### config.mk
export PLATFORM = sky130hd
export DESIGN_NAME = fixed_block_pool_allocator_top
export DESIGN_NICKNAME = d
export VERILOG_FILES = /design/src/rtl/fbpa_pkg.sv /design/src/rtl/fbpa_link_ram.sv /design/src/rtl/fbpa_div.sv /design/src/rtl/fixed_block_pool_allocator_top.sv
export SDC_FILE = /design/constraint.sdc
export NUM_CORES = 2
export LEC_CHECK = 0
export BUFFER_PORTS_ARGS = -buffer_cell sky130_fd_sc_hd__buf_2
export CORE_UTILIZATION = 50
export DETAILED_ROUTE_END_ITERATION = 8
export PLACE_DENSITY = 0.68
export SYNTH_ARGS = -nofsm -noshare
export SYNTH_HDL_FRONTEND = slang
export SYNTH_HIERARCHICAL = 1
export SYNTH_SLANG_ARGS = --single-unit
### constraint.sdc
create_clock -name aclk -period 6.7 [get_ports aclk]
set_input_delay 1.005 -clock aclk [delete_from_list [all_inputs] [get_ports aclk]]
set_output_delay 1.005 -clock aclk [all_outputs]
set_load 0.01 [all_outputs]
### src/rtl/fbpa_pkg.sv
// Shared constants and types for the fixed block pool allocator.
// Used by the link memory, the block count divider and the top level.
`default_nettype none

package fbpa_pkg;

    // Pool geometry
    localparam int POOL_BYTES      = 4096;
    localparam int MIN_BLOCK_BYTES = 16;
    localparam int MAX_BLOCKS      = 256;

    // Field widths
    localparam int IDX_W  = 8;
    localparam int CNT_W  = 9;
    localparam int SIZE_W = 13;
    localparam int OFF_W  = 12;

    // Block count divider: one quotient bit per cycle over the pool size
    localparam int DIV_STEPS = SIZE_W;
    localparam int DIV_CNT_W = 4;

    localparam logic [SIZE_W-1:0] POOL_DIVIDEND = SIZE_W'(POOL_BYTES);
    localparam logic [SIZE_W-1:0] MIN_SIZE      = SIZE_W'(MIN_BLOCK_BYTES);
    localparam logic [CNT_W-1:0]  EMPTY_HEAD    = CNT_W'(MAX_BLOCKS);
    localparam logic [CNT_W-1:0]  RESET_BLOCKS  = CNT_W'(POOL_BYTES / MIN_BLOCK_BYTES);

    // Operation codes carried in s_tuser
    typedef enum logic {
        FUNC_ALLOC = 1'b0,
        FUNC_FREE  = 1'b1
    } func_t;

    // Request to the link memory
    typedef struct packed {
        logic             we;
        logic [IDX_W-1:0] waddr;
        logic [IDX_W-1:0] wdata;
        logic             re;
        logic [IDX_W-1:0] raddr;
    } link_req_t;

    // Divider status
    typedef struct packed {
        logic busy;
        logic done;
    } div_stat_t;

endpackage

`default_nettype wire

### src/rtl/fbpa_link_ram.sv
// Link memory of the free-block stack: 256 x 8, one write and one read port,
// registered read data. Depends on fbpa_pkg.
`default_nettype none

module fbpa_link_ram (
    input  wire logic                      aclk,
    input  wire fbpa_pkg::link_req_t       req,
    output logic [fbpa_pkg::IDX_W-1:0]     rdata
);
    import fbpa_pkg::*;

    logic [IDX_W-1:0] mem [MAX_BLOCKS];
    logic [IDX_W-1:0] rdata_reg;

    // Write port
    always_ff @(posedge aclk) begin
        if (req.we) begin
            mem[req.waddr] <= req.wdata;
        end
    end

    // Read port, registered read data
    always_ff @(posedge aclk) begin
        if (req.re) begin
            rdata_reg <= mem[req.raddr];
        end
    end

    assign rdata = rdata_reg;

endmodule

`default_nettype wire

### src/rtl/fbpa_div.sv
// Restoring divider for the block count: pool bytes over block size,
// one quotient bit per cycle. Depends on fbpa_pkg.
`default_nettype none

module fbpa_div (
    input  wire logic                        aclk,
    input  wire logic                        aresetn,
    input  wire logic                        start,
    input  wire logic [fbpa_pkg::SIZE_W-1:0] divisor,
    output fbpa_pkg::div_stat_t              stat,
    output logic [fbpa_pkg::CNT_W-1:0]       quotient
);
    import fbpa_pkg::*;

    logic [SIZE_W-1:0]    div_reg;
    logic [SIZE_W-1:0]    rem_reg, rem_next;
    logic [SIZE_W-1:0]    q_reg, q_next;
    logic [DIV_CNT_W-1:0] cnt_reg;
    logic                 busy_reg, done_reg;
    logic [SIZE_W:0]      trial;
    logic                 ge;

    // One restoring step: shift in the next dividend bit, subtract if it fits
    always_comb begin
        trial    = {rem_reg, POOL_DIVIDEND[cnt_reg]};
        ge       = (trial >= {1'b0, div_reg});
        rem_next = ge ? SIZE_W'(trial - {1'b0, div_reg}) : trial[SIZE_W-1:0];
        q_next   = {q_reg[SIZE_W-2:0], ge};
    end

    // Step control
    always_ff @(posedge aclk) begin
        if (!aresetn) begin
            busy_reg <= 1'b0;
            done_reg <= 1'b0;
            cnt_reg  <= '0;
        end else begin
            done_reg <= 1'b0;
            if (start) begin
                busy_reg <= 1'b1;
                cnt_reg  <= DIV_CNT_W'(DIV_STEPS - 1);
            end else if (busy_reg) begin
                if (cnt_reg == '0) begin
                    busy_reg <= 1'b0;
                    done_reg <= 1'b1;
                end else begin
                    cnt_reg <= cnt_reg - 1'b1;
                end
            end
        end
    end

    // Datapath
    always_ff @(posedge aclk) begin
        if (start) begin
            div_reg <= divisor;
            rem_reg <= '0;
            q_reg   <= '0;
        end else if (busy_reg) begin
            rem_reg <= rem_next;
            q_reg   <= q_next;
        end
    end

    // Cap at the reach of an 8-bit index
    assign quotient  = (q_reg > SIZE_W'(MAX_BLOCKS)) ? EMPTY_HEAD : q_reg[CNT_W-1:0];
    assign stat.busy = busy_reg;
    assign stat.done = done_reg;

endmodule

`default_nettype wire

### src/rtl/fixed_block_pool_allocator_top.sv
// Top level of the fixed block pool allocator: stream ports, stack control,
// result register. Depends on fbpa_pkg, fbpa_link_ram and fbpa_div.
//
// Fixed-size block allocator over a 4096-byte pool. A beat on s_ with
// s_tuser = 0 allocates a block, s_tuser = 1 frees the block in s_tdata.
// Every input beat gives one result beat: ok in m_tuser, then index, byte
// offset and blocks left in m_tdata. Freed blocks are reused last-in first
// out through a 256 x 8 link memory; untouched blocks go out in ascending
// order. Frees, failed allocates, allocates of untouched blocks and
// allocates that take the last block off the freed stack stay in
// ST_IDLE; an allocate that leaves blocks on the freed stack passes
// through ST_POP, since the link of the head block comes out of the
// synchronous link memory in the cycle after the read. A write of the
// block size on cfg_ reinitializes the pool and runs the block count
// divider, during which no input beat is taken. A result waiting in the
// result register holds off the next input beat until m_tready takes it.
`default_nettype none

module fixed_block_pool_allocator_top (
    input  wire logic        aclk,
    input  wire logic        aresetn,
    // Input: tuser = func; tdata = block_index[7:0]
    input  wire logic        s_tvalid,
    output logic             s_tready,
    input  wire logic        s_tuser,
    input  wire logic [7:0]  s_tdata,
    // Result: tuser = ok; tdata = given_index[7:0], given_offset[19:8],
    // free_left[28:20], zero[31:29]
    output logic             m_tvalid,
    input  wire logic        m_tready,
    output logic             m_tuser,
    output logic [31:0]      m_tdata,
    // Configuration: tdata = bytes per block[12:0], upper bits ignored
    input  wire logic        cfg_tvalid,
    output logic             cfg_tready,
    input  wire logic [15:0] cfg_tdata
);
    import fbpa_pkg::*;

    typedef enum logic [1:0] {
        ST_IDLE,
        ST_POP,
        ST_INIT
    } state_t;

    state_t            state_reg;
    logic [CNT_W-1:0]  head_reg;
    logic [CNT_W-1:0]  untouched_reg;
    logic [CNT_W-1:0]  free_reg;
    logic [CNT_W-1:0]  blocks_reg;
    logic [SIZE_W-1:0] size_reg;

    logic              m_valid_reg;
    logic              m_ok_reg;
    logic [IDX_W-1:0]  m_idx_reg;
    logic [OFF_W-1:0]  m_off_reg;
    logic [CNT_W-1:0]  m_left_reg;

    link_req_t         link_req;
    logic [IDX_W-1:0]  link_rdata;
    div_stat_t         div_stat;
    logic [CNT_W-1:0]  div_quot;

    logic              s_accept, cfg_accept;
    func_t             func;
    logic [CNT_W-1:0]  depth;
    logic              from_stack, last_on_stack;
    logic              alloc_ok, free_ok;
    logic [IDX_W-1:0]  alloc_idx;
    logic [OFF_W-1:0]  alloc_off;
    logic [SIZE_W-1:0] cfg_size;

    // Handshakes
    assign cfg_tready = (state_reg == ST_IDLE);
    assign s_tready   = (state_reg == ST_IDLE) && !cfg_tvalid && (!m_valid_reg || m_tready);
    assign s_accept   = s_tvalid && s_tready;
    assign cfg_accept = cfg_tvalid && cfg_tready;
    assign func       = func_t'(s_tuser);

    // Decide the operation from the current stack state
    always_comb begin
        depth         = free_reg - (blocks_reg - untouched_reg);
        from_stack    = (depth != '0) && (head_reg != EMPTY_HEAD);
        last_on_stack = (depth == CNT_W'(1));
        alloc_ok      = (free_reg != '0);
        alloc_idx     = from_stack ? head_reg[IDX_W-1:0] : untouched_reg[IDX_W-1:0];
        alloc_off     = OFF_W'(alloc_idx) * size_reg[OFF_W-1:0];
        free_ok       = ({1'b0, s_tdata} < blocks_reg) && (free_reg < blocks_reg);
        cfg_size      = (cfg_tdata[SIZE_W-1:0] < MIN_SIZE) ? MIN_SIZE
                                                           : cfg_tdata[SIZE_W-1:0];
    end

    // Link memory access: push writes the old head, pop reads the next one
    always_comb begin
        link_req.we    = s_accept && (func == FUNC_FREE) && free_ok;
        link_req.waddr = s_tdata;
        link_req.wdata = (head_reg != EMPTY_HEAD) ? head_reg[IDX_W-1:0] : '0;
        link_req.re    = s_accept && (func == FUNC_ALLOC) && alloc_ok
                         && from_stack && !last_on_stack;
        link_req.raddr = head_reg[IDX_W-1:0];
    end

    fbpa_link_ram u_link_ram (
        .aclk  (aclk),
        .req   (link_req),
        .rdata (link_rdata)
    );

    fbpa_div u_div (
        .aclk     (aclk),
        .aresetn  (aresetn),
        .start    (cfg_accept),
        .divisor  (cfg_size),
        .stat     (div_stat),
        .quotient (div_quot)
    );

    // State, pool counters and result register
    always_ff @(posedge aclk) begin
        if (!aresetn) begin
            state_reg     <= ST_IDLE;
            head_reg      <= EMPTY_HEAD;
            untouched_reg <= '0;
            free_reg      <= RESET_BLOCKS;
            blocks_reg    <= RESET_BLOCKS;
            size_reg      <= MIN_SIZE;
            m_valid_reg   <= 1'b0;
        end else begin
            // Drop the result once taken, load a new one on accept
            if (s_accept) begin
                m_valid_reg <= 1'b1;
            end else if (m_tready) begin
                m_valid_reg <= 1'b0;
            end

            unique case (state_reg)
                ST_IDLE: begin
                    if (cfg_accept) begin
                        size_reg  <= cfg_size;
                        state_reg <= ST_INIT;
                    end else if (s_accept) begin
                        if (func == FUNC_ALLOC) begin
                            if (alloc_ok) begin
                                free_reg <= free_reg - 1'b1;
                                if (from_stack) begin
                                    if (last_on_stack) begin
                                        head_reg <= EMPTY_HEAD;
                                    end else begin
                                        state_reg <= ST_POP;
                                    end
                                end else begin
                                    untouched_reg <= untouched_reg + 1'b1;
                                end
                            end
                        end else if (free_ok) begin
                            head_reg <= {1'b0, s_tdata};
                            free_reg <= free_reg + 1'b1;
                        end
                    end
                end
                ST_POP: begin
                    // Advance the head to the link read out of memory
                    head_reg  <= {1'b0, link_rdata};
                    state_reg <= ST_IDLE;
                end
                ST_INIT: begin
                    if (div_stat.done) begin
                        blocks_reg    <= div_quot;
                        free_reg      <= div_quot;
                        untouched_reg <= '0;
                        head_reg      <= EMPTY_HEAD;
                        state_reg     <= ST_IDLE;
                    end
                end
                default: begin
                    state_reg <= ST_IDLE;
                end
            endcase
        end
    end

    // Result payload
    always_ff @(posedge aclk) begin
        if (s_accept) begin
            if (func == FUNC_ALLOC) begin
                m_ok_reg   <= alloc_ok;
                m_idx_reg  <= alloc_ok ? alloc_idx : '0;
                m_off_reg  <= alloc_ok ? alloc_off : '0;
                m_left_reg <= alloc_ok ? free_reg - 1'b1 : free_reg;
            end else begin
                m_ok_reg   <= free_ok;
                m_idx_reg  <= '0;
                m_off_reg  <= '0;
                m_left_reg <= free_ok ? free_reg + 1'b1 : free_reg;
            end
        end
    end

    assign m_tvalid = m_valid_reg;
    assign m_tuser  = m_ok_reg;
    assign m_tdata  = {3'b000, m_left_reg, m_off_reg, m_idx_reg};

endmodule

`default_nettype wire

==> run metrics <==
total grt overflow=0; Core Footprint=roughly 180000 µm²; Worst Clk Skew=about 0.035 ns; largest net degree at the start of global routing=188; fin. max-slew vios=0; max_slew headroom=about a fifth; diode count=0; max FFs per register=approximately 2000; Residual DRC=16; maxcap violations=0; chip height=roughly 420 µm; Root Driver=clkbuf_16; DRT iter0 DRCs=about 5000; Final period util=104%; setup violators final=1; Sinks on Clock Net=~2200; failing checks=DRC, setup timing; CTS clk-pin slew, worst paths=around 0.06 ns; pre-CTS setup slack=-0.420 ns; clk buf depth=3; Avg Inst Size Synth=18.7 µm²; status=finished, violations left; Port-buffer cells=59; Initial Util=just over 50%; first-pass GRT wire length=300000 µm; Vias/cell=6.18; Routability Congestion=between 0.8 and 0.9; Crit-path slowest cell=fa_1; DIE WIDTH=approximately 420 µm; cts bufs inserted=just over 200; routed wire length=around 200000 µm; crit path DAT=about 7.6 ns; row count=approximately 150; routed via count=45900; crit-path max cell delay=about 0.5 ns; Max IR drop VDD=0.000309 V; clk_lat worst skew=0.84 ns; antenna violations before repair=1; min setup slack post-route=-0.296 ns; PwrDens=about 330 nW/µm²; TritonCTS clock tree=done; Worst-Margin Slew=between 1 and 1.5 ns; Hold WS=about 0.41 ns; crit path kind=flip-flop to flip-flop; CP Capture Type=flip-flop; All-Layer GR Usage=about 23%; Nets=approximately 5100; DP HPWL=124000 µm; RSZ-0062 raised after global routing=true; routed len/inst=~27 µm; R2R Path Start=free_reg[2]; Reg2Reg Setup Slack=-0.30 ns; post-route ant nets=0; leakage power=a little over 0.03 µW; hold wc startpoint=cfg_tdata[12]; Cells after Synth=between 4000 and 5000; achievable frequency=between 100 and 150 MHz; share of cells above drive strength 1=between 20% and 30%; area grow syn2layout=11.1%; post-route minimum period=between 6 and 7 ns; Final Hold Vio Count=0; Crit path top cell by count=fa_1; TritonRoute pass-1 iters=8; Yosys warnings=6; Req. time, crit path=slightly above 7 ns; Hold Path Class=input pin to flip-flop; nature of the critical path startpoint=flip-flop; Synth Cell Area=slightly below 90000 µm²; Critical Path Source=free_reg[2]; vias in the first global route=45000; die area=179000 µm²; Largest Register=u_link_ram/mem; Ports=66; largest fanout on the critical path=5; H-tree depth=4
## placed cells by master (no fill, tap or decap), types with 32 or more instances in the layout
cell and n:
clkinv_2 33, clkinv_1 40, nor2_1 365, a22oi_1 135, a21oi_1 140, nor2b_1 83
buf_2 59, mux4_2 454, o221ai_1 47, xnor2_1 33, dfxtp_1 68, clkbuf_1 52
nand3_1 49, clkbuf_16 212, ha_1 58, inv_1 115, o22ai_1 32, edfxtp_1 2099
mux2i_1 166, nand2_1 115, buf_4 155, fa_1 43, nor3_1 45
## through the flow
| step | instance area [µm²] | util [%] | TNS (ns) | total power, µW | cells |
|---|---|---|---|---|---|
| CTS | 98600 | 55.9 | -0.231 | 32600 | 7418 |
| global placement | 92000 | 52.2 | -0.351 | 21100 | 7042 |
| floorplan | 89000 | - | -0.153 | 19700 | 4767 |
| global route | 98700 | 56.0 | -0.643 | 33400 | 7420 |
| finish | 98700 | 56.0 | -0.296 | 32400 | 7420 |
| detailed placement | 92000 | 52.2 | -0.420 | 21100 | 7042 |
## what timing repair did
item                                    in CTS  in global routing
setup buffers                                3                  2
hold buffers                                 0                  0
endpoints found under the setup margin       1                  3
pin swaps                                   18                 17
resized for setup                           17                 18
## final timing paths
path              cells past startpoint           endpoint
hold reg to reg                       2      blocks_reg[3]
setup / recovery                     30      m_off_reg[11]
hold / removal                        1  u_div/div_reg[12]
setup reg to reg                     30      m_off_reg[11]
## per-layer routing
layer / track usage [%] / up-vias / routed length (µm)
met3: 3.64 / 330 / 15600
met2: 36.1 / 1999 / 98200
met5: 0 / - / 0
met4: 7.47 / 0 / 6140
met1: 31.9 / 24100 / 82800
li1: - / 19500 / -
## worst max-delay path, delay by kind of cell (launching register included)
kind | cells | cell delay [ns]
fa+ha+maj | 7 | 2.97
compound gates | 7 | 1.30
simple gates | 6 | 0.93
xor+xnor | 3 | 0.60
buf+inv | 6 | 0.36
flops | 1 | 0.33
mux | 1 | 0.23
## report_power, final
part	switching, µW	internal [µW]
sequential	71.1	15600
combinational	3290	2000
clock	4880	6550
total	8240	24100
## cell type report
type / instances / area, µm²
tap: 2340 / 2930
timing repair buffer: 228 / 1700
clock inverter: 108 / 1060
clock buffer: 265 / 5510
fill: 13100 / 77600
sequential: 2182 / 64700
multi-input combinational: 2171 / 22300
inverter: 126 / 473
Note: power is estimated with default switching activity, not from simulation.
